<file path="config.mk">
export PLATFORM = sky130hd
export DESIGN_NAME = crc8_checked_frame_receiver
export DESIGN_NICKNAME = d
export VERILOG_FILES = /design/src/rtl/ccfr_pkg.sv /design/src/rtl/crc8_checked_frame_receiver.sv
export SDC_FILE = /design/constraint.sdc
export NUM_CORES = 1
export LEC_CHECK = 0
export BUFFER_PORTS_ARGS = -buffer_cell sky130_fd_sc_hd__buf_4
export CORE_UTILIZATION = 50
export CTS_CLUSTER_SIZE = 20
export DETAILED_ROUTE_END_ITERATION = 16
export GPL_ROUTABILITY_DRIVEN = 1
export PLACE_DENSITY = 0.68
export SYNTH_ARGS = -nofsm -noshare
export SYNTH_HDL_FRONTEND = slang
export SYNTH_SLANG_ARGS = --single-unit
</file>
<file path="constraint.sdc">
create_clock -name aclk -period 5 [get_ports aclk]
set_input_delay 1 -clock aclk [delete_from_list [all_inputs] [get_ports aclk]]
set_output_delay 1 -clock aclk [all_outputs]
set_load 0.005 [all_outputs]
</file>
<file path="src/rtl/ccfr_pkg.sv">
// ----------------------------------------------------------------------------
// CRC-8 checked frame receiver package
// Shared types, constants and the byte-wide CRC-8 update used by the
// frame receiver.
// ----------------------------------------------------------------------------
package ccfr_pkg;

    // CRC-8, polynomial 0x31, initial value 0xFF, MSB first, no final xor.
    localparam logic [7:0] CRC_POLY = 8'h31;
    localparam logic [7:0] CRC_INIT = 8'hFF;
    localparam logic [7:0] CRC_TOP  = 8'h80;

    // The byte counter stops at its largest value.
    localparam logic [3:0] COUNT_MAX = 4'd15;

    // Width of the relay state field.
    localparam int RELAY_BITS = 6;

    // Status reported on the last byte of a transfer.
    typedef enum logic [1:0] {
        STATUS_OK         = 2'd0,
        STATUS_BAD_LENGTH = 2'd1,
        STATUS_BAD_CRC    = 2'd2
    } frame_status_t;

    // One result item.
    typedef struct packed {
        frame_status_t         status;
        logic [7:0]            unit_id;
        logic [RELAY_BITS-1:0] relays;
        logic [15:0]           volume;
        logic                  mute;
    } result_t;

    // Feed one byte into the CRC, bit by bit, MSB first.
    function automatic logic [7:0] crc_feed(input logic [7:0] crc, input logic [7:0] b);
        logic [7:0] c;
        c = crc ^ b;
        for (int k = 0; k < 8; k++) begin
            if ((c & CRC_TOP) != 8'h00) begin
                c = {c[6:0], 1'b0} ^ CRC_POLY;
            end else begin
                c = {c[6:0], 1'b0};
            end
        end
        return c;
    endfunction

endpackage

</file>
<file path="src/rtl/crc8_checked_frame_receiver.sv">
// ----------------------------------------------------------------------------
// CRC-8 checked frame receiver: one byte per handshake, a result on the last byte of a transfer.
// The result of a final byte is registered in the output register, or in the skid entry while the output is held.
// Throughput: one byte per cycle while the skid entry is free; a two-entry result stage absorbs stalls.
// Reset clears the counter, the CRC to 0xFF and all staged and held values.
// ----------------------------------------------------------------------------
module crc8_checked_frame_receiver #(
    parameter int RELAY_COUNT = 6
) (
    input  logic        aclk,
    input  logic        aresetn,

    input  logic        s_valid,
    output logic        s_ready,
    input  logic [7:0]  s_rx_byte,
    input  logic        s_end_of_transfer,

    output logic        m_valid,
    input  logic        m_ready,
    output logic [1:0]  m_frame_status,
    output logic [7:0]  m_unit_id,
    output logic [ccfr_pkg::RELAY_BITS-1:0] m_relay_bits,
    output logic [15:0] m_volume_level,
    output logic        m_mute_flag
);

    // Frame layout positions derived from the relay count.
    localparam logic [3:0] POS_VOL_LO  = 4'(RELAY_COUNT + 1);
    localparam logic [3:0] POS_VOL_HI  = 4'(RELAY_COUNT + 2);
    localparam logic [3:0] POS_MUTE    = 4'(RELAY_COUNT + 3);
    localparam logic [3:0] PAYLOAD_LEN = 4'(RELAY_COUNT + 4);

    // Frame accumulation state.
    logic [3:0]  count_reg, count_next;
    logic [7:0]  crc_reg, crc_next;
    logic [7:0]  staged_id_reg, staged_id_next;
    logic [ccfr_pkg::RELAY_BITS-1:0] staged_relays_reg, staged_relays_next;
    logic [15:0] staged_volume_reg, staged_volume_next;
    logic        staged_mute_reg, staged_mute_next;

    // Values of the last valid frame.
    logic [7:0]  held_id_reg, held_id_next;
    logic [ccfr_pkg::RELAY_BITS-1:0] held_relays_reg, held_relays_next;
    logic [15:0] held_volume_reg, held_volume_next;
    logic        held_mute_reg, held_mute_next;

    // Output register and skid entry.
    ccfr_pkg::result_t out_reg, out_next;
    ccfr_pkg::result_t skid_reg, skid_next;
    logic              out_valid_reg, out_valid_next;
    logic              skid_valid_reg, skid_valid_next;

    logic              accept;
    logic              accept_last;
    logic              take;
    ccfr_pkg::frame_status_t status;
    ccfr_pkg::result_t result;

    // Input is taken whenever the skid entry is free.
    assign s_ready     = !skid_valid_reg;
    assign accept      = s_valid && s_ready;
    assign accept_last = accept && s_end_of_transfer;
    assign take        = out_valid_reg && m_ready;

    // Frame status: length is checked before the CRC.
    always_comb begin
        if (count_reg != PAYLOAD_LEN) begin
            status = ccfr_pkg::STATUS_BAD_LENGTH;
        end else if (s_rx_byte != crc_reg) begin
            status = ccfr_pkg::STATUS_BAD_CRC;
        end else begin
            status = ccfr_pkg::STATUS_OK;
        end
    end

    // Staging, CRC and count for non-final bytes; a final byte holds an OK frame and resets count and CRC.
    always_comb begin
        count_next         = count_reg;
        crc_next           = crc_reg;
        staged_id_next     = staged_id_reg;
        staged_relays_next = staged_relays_reg;
        staged_volume_next = staged_volume_reg;
        staged_mute_next   = staged_mute_reg;
        held_id_next       = held_id_reg;
        held_relays_next   = held_relays_reg;
        held_volume_next   = held_volume_reg;
        held_mute_next     = held_mute_reg;

        if (accept && !s_end_of_transfer) begin
            if (count_reg == 4'd0) begin
                staged_id_next = s_rx_byte;
            end
            for (int i = 0; i < ccfr_pkg::RELAY_BITS; i++) begin
                if (i < RELAY_COUNT && count_reg == 4'(i + 1)) begin
                    staged_relays_next[i] = (s_rx_byte != 8'h00);
                end
            end
            if (count_reg == POS_VOL_LO) begin
                staged_volume_next[7:0] = s_rx_byte;
            end
            if (count_reg == POS_VOL_HI) begin
                staged_volume_next[15:8] = s_rx_byte;
            end
            if (count_reg == POS_MUTE) begin
                staged_mute_next = (s_rx_byte != 8'h00);
            end
            crc_next = ccfr_pkg::crc_feed(crc_reg, s_rx_byte);
            if (count_reg != ccfr_pkg::COUNT_MAX) begin
                count_next = count_reg + 4'd1;
            end
        end else if (accept_last) begin
            if (status == ccfr_pkg::STATUS_OK) begin
                held_id_next     = staged_id_reg;
                held_relays_next = staged_relays_reg;
                held_volume_next = staged_volume_reg;
                held_mute_next   = staged_mute_reg;
            end
            count_next = 4'd0;
            crc_next   = ccfr_pkg::CRC_INIT;
        end
    end

    // Result item of a final byte carries the updated held values.
    always_comb begin
        result.status  = status;
        result.unit_id = held_id_next;
        result.relays  = held_relays_next;
        result.volume  = held_volume_next;
        result.mute    = held_mute_next;
    end

    // Output register with one skid entry behind it.
    always_comb begin
        out_next        = out_reg;
        skid_next       = skid_reg;
        out_valid_next  = out_valid_reg;
        skid_valid_next = skid_valid_reg;

        if (accept_last) begin
            if (!out_valid_reg || take) begin
                out_next       = result;
                out_valid_next = 1'b1;
            end else begin
                skid_next       = result;
                skid_valid_next = 1'b1;
            end
        end else if (take) begin
            if (skid_valid_reg) begin
                out_next        = skid_reg;
                skid_valid_next = 1'b0;
            end else begin
                out_valid_next = 1'b0;
            end
        end
    end

    // Control and state registers.
    always_ff @(posedge aclk) begin
        if (!aresetn) begin
            count_reg         <= 4'd0;
            crc_reg           <= ccfr_pkg::CRC_INIT;
            staged_id_reg     <= 8'h00;
            staged_relays_reg <= '0;
            staged_volume_reg <= 16'h0000;
            staged_mute_reg   <= 1'b0;
            held_id_reg       <= 8'h00;
            held_relays_reg   <= '0;
            held_volume_reg   <= 16'h0000;
            held_mute_reg     <= 1'b0;
            out_valid_reg     <= 1'b0;
            skid_valid_reg    <= 1'b0;
        end else begin
            count_reg         <= count_next;
            crc_reg           <= crc_next;
            staged_id_reg     <= staged_id_next;
            staged_relays_reg <= staged_relays_next;
            staged_volume_reg <= staged_volume_next;
            staged_mute_reg   <= staged_mute_next;
            held_id_reg       <= held_id_next;
            held_relays_reg   <= held_relays_next;
            held_volume_reg   <= held_volume_next;
            held_mute_reg     <= held_mute_next;
            out_valid_reg     <= out_valid_next;
            skid_valid_reg    <= skid_valid_next;
        end
    end

    // Result payload registers need no reset.
    always_ff @(posedge aclk) begin
        out_reg  <= out_next;
        skid_reg <= skid_next;
    end

    // Result channel ports.
    assign m_valid        = out_valid_reg;
    assign m_frame_status = out_reg.status;
    assign m_unit_id      = out_reg.unit_id;
    assign m_relay_bits   = out_reg.relays;
    assign m_volume_level = out_reg.volume;
    assign m_mute_flag    = out_reg.mute;

endmodule
</file>
==> results of run 1 <==
## stage by stage
step / util (%) / instance area [um2] / hold slack [ps] / total power [mW] / std cells
finish: 60.3 / 7240 / 489 / 2.78 / 721
global route: 60.3 / 7240 / 515 / 2.87 / 721
CTS: 60.3 / 7240 / 485 / 2.80 / 721
detailed placement: 55.1 / 6620 / 477 / 1.50 / 689
global placement: 55.1 / 6620 / 475 / 1.50 / 689
floorplan: - / 6170 / 455 / 1.43 / 519
## area by class of cell
type                            instances  area [um2]
Multi-Input combinational cell        339        2500
Sequential cell                       142        3500
Timing Repair Buffer                   55         413
Clock buffer                           22         485
Inverter                                6        22.5
Tap cell                              147         184
Fill cell                             993        4770
Clock inverter                         10         135
## metal layers
layer  up-vias  wire length [um]
met2        89              6130
li1       1910                 -
met4         0               230
met1      1910              5600
met3        18               486
met5         -                 0
## report_power, final
group / internal [mW] / switching [mW]
logic: 0.0958 / 0.119
registers: 1.24 / 0.0180
clock network: 0.839 / 0.466
## cells by family (layout without fill, tap and decap cells)
group / Yosys count / after routing / synth area share, %
buf+inv: 38 / 93 / 3.02
compound gates: 74 / 74 / 7.22
xor+xnor: 20 / 20 / 3.45
flops: 142 / 142 / 56.8
fa+ha+maj: 4 / 4 / 0.811
simple gates: 171 / 171 / 14.9
mux: 70 / 70 / 13.8
## worst min-delay path, cell delays in order, from the launching register on
cell and delay (ps):
sky130_fd_sc_hd__dfxtp_1 320, sky130_fd_sc_hd__nand2_1 60, sky130_fd_sc_hd__a21boi_0 60
## layout by cell type (no fill, tap or decap), drive strengths merged, types with 19 or more instances in the layout
master | Yosys | routed
a21oi | 45 | 45
nor2 | 42 | 42
nand2 | 37 | 37
a21boi | 19 | 19
edfxtp | 66 | 66
and2 | 34 | 34
buf | 15 | 55
mux2 | 31 | 31
mux2i | 39 | 39
clkbuf | 17 | 22
nand3 | 20 | 20
dfxtp | 76 | 76
## worst max path at each step
stage,startpoint,endpoint,slack [ps],cells after the start
2_1_floorplan,s_valid,m_frame_status[0],1190,7
4_1_cts,s_valid,m_volume_level[13],1620,7
6_report,s_valid,m_unit_id[5],1670,7
3_5_place_dp,s_valid,m_unit_id[4],1230,7
3_3_place_gp,s_valid,m_unit_id[2],1300,7
5_1_grt,s_valid,m_volume_level[13],1460,7
==> metrics, run 1 <==
result of the run=finished, final reports clean; depth of the CTS H-tree=4; number of synthesized flops with an enable pin=66; R2R setup slack=1900 ps; Layout area overhead=17.4%; largest net degree at the start of global routing=76; die height=113 um; count of input and output buffers=47; number of distinct library cells after synthesis=43; via count of the first global-routing pass=~3800; pins over their slew limit=0; RD Place Congestion=0.813; maximum ir drop on the vdd rail=0.156 mV; ys flop type=sky130_fd_sc_hd__dfxtp_1; DR pass1 iterations=5; die boundary width=around 110 um; total DRC errors in the routed layout=0; final hold viol count=0; GRT overflow=0; pre-CTS worst setup slack=1230 ps; start point of the worst min-delay path=staged_volume_reg[11]; PostCTS Resize Cnt=0; fmax=~0.30 GHz; fraction of final layout cells sized beyond drive strength 1=22.1%; Global Route Usage Sum=20.8%; fin crit period=3330 ps; max-capacitance violation count=0; final setup violating endpoints=0; worst setup path class=input port to flop; DP Wirelength=a little under 8000 um; Warnings, synthesis=0; Largest register FFs=33; flop and latch count out of synthesis=142; synthesized net count=around 540; Critical Path Slowest Stage Cell=sky130_fd_sc_hd__buf_4; largest cells by area after synthesis=sky130_fd_sc_hd__edfxtp_1 (32%), sky130_fd_sc_hd__dfxtp_1 (25%), sky130_fd_sc_hd__mux2_4 (7.3%); initial core utilization=51.4%; Final WS setup=1670 ps; destination of the worst hold path=staged_volume_reg[11]; Core Rows=40; worst reg2reg endpoint=m_unit_id[5]; wire length of the first global-routing pass=19900 um; DRC violation total after the first TritonRoute iteration=197; slowest cell delay on critical path=550 ps; leakage component of the power=approximately 3.0 nW; Crit path arrival time=around 3400 ps; CTS sink cnt=142; CP Launch Type=input port; cell at the root of the clock tree=sky130_fd_sc_hd__clkbuf_16; ys async rst share=0%; path depth of the worst reg2reg path=6; worst r2r src=skid_valid_reg; Worst-Skew Late Latency=about 420 ps; met1 usage in global routing=25.5%; endpoint type of the worst setup path=flop; CTS tree=yes; aggregate negative setup slack=0 ps; setup clock skew after layout=9.02 ps; ratio of final minimum period to clock period=66.6%; cell taking the most area after synthesis=sky130_fd_sc_hd__edfxtp_1; post-synthesis instance area=0.00617 mm2; detailed-route wire length=12400 um; CTS buffer count=17; Final #Nets=578; Core ar.=roughly 0.012 mm2; required arrival time at the worst endpoint=5090 ps; cell with the most instances after synthesis=sky130_fd_sc_hd__dfxtp_1; critical path fanouts, max=67; # hold bufs at CTS=0; antenna violations before repair=0; cell breakdown of the critical path=buf_4 > nor2b_1 > and2_2 > buf_4 > a21oi_1 > a21oi_4 > buf_4; worst max-slew margin expressed relative to the limit=53.6%; RSZ-0062 raised after global routing=no; Via-to-Cell Ratio=about 5.4; number of diodes added for antenna fixing=0; share of Yosys cell area claimed by the top area cell type=32.1%; die outline area=0.0128 mm2; routing layer with the top usage in global route=met2; Hold Crit Class=flop to flop; clock input transition at the sequential cells of the worst setup and hold paths=60 ps; number of I/O pins=48; DR WL/cell=17.3 um; transition time of the tightest slew-check pin=697 ps; clock buffer depth=2; cell repeated most along the worst path=sky130_fd_sc_hd__buf_4; Post-CTS Repair Setup Buffers=0; share of the yosys chip area belonging to registers=around 57%; total via count in the routed design=3927; PD cells=just under 400 mW/mm2; global-route met3 utilization=under 10%; gate count after technology mapping=519; Final ANT Viol Nets=0; Avg Synthesized Cell Area=about 12 um2; most common library cells after synthesis=sky130_fd_sc_hd__dfxtp_1 (76), sky130_fd_sc_hd__edfxtp_1 (66), sky130_fd_sc_hd__a21oi_1 (45), sky130_fd_sc_hd__nor2_1 (42), sky130_fd_sc_hd__mux2i_1 (39); met2 capacity usage during global routing=35.4%; kind of cell adding the most delay to the critical path=buffers and inverters; number of buffer and inverter stages on the critical path=3; Hold Path Depth=2
No activity file was read; power rests on OpenSTA's default activity.
==> run 2: changes to the inputs <==
clock period = 3.2 ns   (was 5 ns; I/O delays follow)
==> run 2 against run 1 <==
Against the previous run:
- global-route usage up 0.52 points
- critical endpoint is now held_volume_reg[2]
- design area grew 0.41%
- via count rose by 1.5%
- count of clock-buffer cells in the layout down 4
- die area stayed put
- non-clock buffer count is 7 higher
- sequential share of layout area is 0.20 points lower
- core utilization up 0.25 points
- critical path depth is the same
- worst hold slack better by 2.4 ps
==> metrics, run 2 (synthesis results as in run 1) <==
result of the run=finished, final reports clean; Worst-Skew Late Latency=approximately 420 ps; fmax=0.467 GHz; DR pass1 iterations=5; endpoint type of the worst setup path=flop; maximum ir drop on the vdd rail=0.304 mV; RD Place Congestion=about 0.87; length of routed wiring on met1=5820 um; Top Layer Used=met4; worst setup path class=flop to flop; aggregate negative setup slack=0 ps; total via count in the routed design=between 3000 and 4000; # hold bufs at CTS=0; Final #Nets=roughly 600; clock buffer depth=2; Core Rows=40; required arrival time at the worst endpoint=3520 ps; CP Launch Type=flop; ratio of final minimum period to clock period=67.0%; Hold Crit Class=flop to flop; total met2 wirelength after detailed routing=5980 um; critical path fanouts, max=18; RSZ-0062 raised after global routing=no; Layout area overhead=17.9%; Post-CTS Repair Setup Buffers=0; final setup violating endpoints=0; Sequential Area=0.00350 mm2; most used cells in the layout excluding fill and tap cells=sky130_fd_sc_hd__dfxtp_1 (76), sky130_fd_sc_hd__edfxtp_1 (66), sky130_fd_sc_hd__buf_4 (62), sky130_fd_sc_hd__a21oi_1 (44), sky130_fd_sc_hd__nor2_1 (42); Core ar.=0.0120 mm2; initial core utilization=between 50% and 60%; wire length of the first global-routing pass=~20000 um; Final ANT Viol Nets=0; number of buffer and inverter stages on the critical path=2; worst max-slew margin expressed relative to the limit=between 50% and 60%; DRC violation total after the first TritonRoute iteration=roughly 240; die height=113 um; count of non-filler cells in the finished layout=~730; leakage component of the power=just over 3 nW; Via-to-Cell Ratio=5.48; Post-Place Cell Area=0.00667 mm2; CTS buffer count=17; count of input and output buffers=47; Global Route Usage Sum=between 20% and 30%; post-route design area=0.00727 mm2; slowest cell delay on critical path=380 ps; DP Wirelength=7970 um; cell at the root of the clock tree=sky130_fd_sc_hd__clkbuf_16; PD cells=592 mW/mm2; number of diodes added for antenna fixing=0; pins over their slew limit=0; antenna violations before repair=0; depth of the CTS H-tree=4; DR WL/cell=17.3 um; detailed-route wire length=12600 um; routed length on met3=between 400 and 500 um; fin crit period=2140 ps; fillcell total=961; clock input transition at the sequential cells of the worst setup and hold paths=60 ps; kind of cell adding the most delay to the critical path=simple AND/OR/NAND/NOR gates; setup clock skew after layout=6.62 ps; PostCTS Resize Cnt=0; final hold viol count=0; leading cell type in the layout, fill and taps excluded=sky130_fd_sc_hd__dfxtp_1; fraction of final layout cells sized beyond drive strength 1=between 20 and 25%; Critical Path Slowest Stage Cell=sky130_fd_sc_hd__nor3b_4; transition time of the tightest slew-check pin=about 700 ps; die boundary width=113 um; die outline area=0.0128 mm2; placed instance count=696; Largest register FFs=33; total DRC errors in the routed layout=0; CTS sink cnt=142; GRT overflow=0; largest net degree at the start of global routing=75; CTS tree=yes; max-capacitance violation count=0; via count of the first global-routing pass=3929; multi-input gate area in the final layout=0.00250 mm2; number of I/O pins=48; cell breakdown of the critical path=inv_1 > ha_1 > nor3b_4 > nand4_4 > buf_4 > mux2_4 > and2_1; Crit path arrival time=2460 ps
-- run 2: cell count changes in the layout (fill, tap and decap cells not counted), sizes merged --
cell      before  now
buf           55   62
clkbuf        22   18
clkinvlp       1    5
clkinv         6    5
inv            6    7
-- run 2: worst paths after layout --
| kind | slack [ps] | to | startpoint | cells after the start |
|---|---|---|---|---|
| worst max-delay path | 1060 | held_volume_reg[2] | count_reg[0] | 7 |
| worst min-delay path | 490 | staged_volume_reg[9] | staged_volume_reg[9] | 2 |
| worst max register to register | 1060 | held_volume_reg[2] | count_reg[0] | 7 |
| worst min register to register | 490 | staged_volume_reg[9] | staged_volume_reg[9] | 2 |
-- run 2: metal layers --
layer	up-vias	global-route usage (%)
met5	-	0
met4	0	9.04
met3	28	5.36
met2	94	34.8
met1	1923	27.1
li1	1941	-
-- run 2: report_power, final --
group	leakage, nW	internal [mW]	switching [mW]
Clock	0.278	1.22	0.762
Combinational	1.51	0.153	0.195
Sequential	1.25	1.94	0.0274
-- run 2: per-stage QoR --
stage	setup WS (ps)	util (%)	hold WS, ps	power, mW
after floorplan	485	-	455	2.24
after global placement	781	55.6	474	2.35
after detailed placement	734	55.6	482	2.36
after CTS	1050	60.5	494	4.33
after global routing	905	60.5	502	4.45
final	1060	60.5	491	4.30
-- run 2: worst min-delay path: stages (launching register included) --
cell	delay, ps
sky130_fd_sc_hd__dfxtp_1	320
sky130_fd_sc_hd__nand2_1	50
sky130_fd_sc_hd__a21boi_0	70
-- run 2: layout make-up --
| class | count | share of cell area [%] |
|---|---|---|
| clock buffers | 18 | 5.90 |
| clock inverters | 14 | 2.32 |
| repair buffers | 62 | 6.40 |
| inverters | 6 | 0.310 |
| flip-flops and latches | 142 | 48.2 |
| multi-input cells | 339 | 34.4 |
| well taps | 147 | 2.53 |
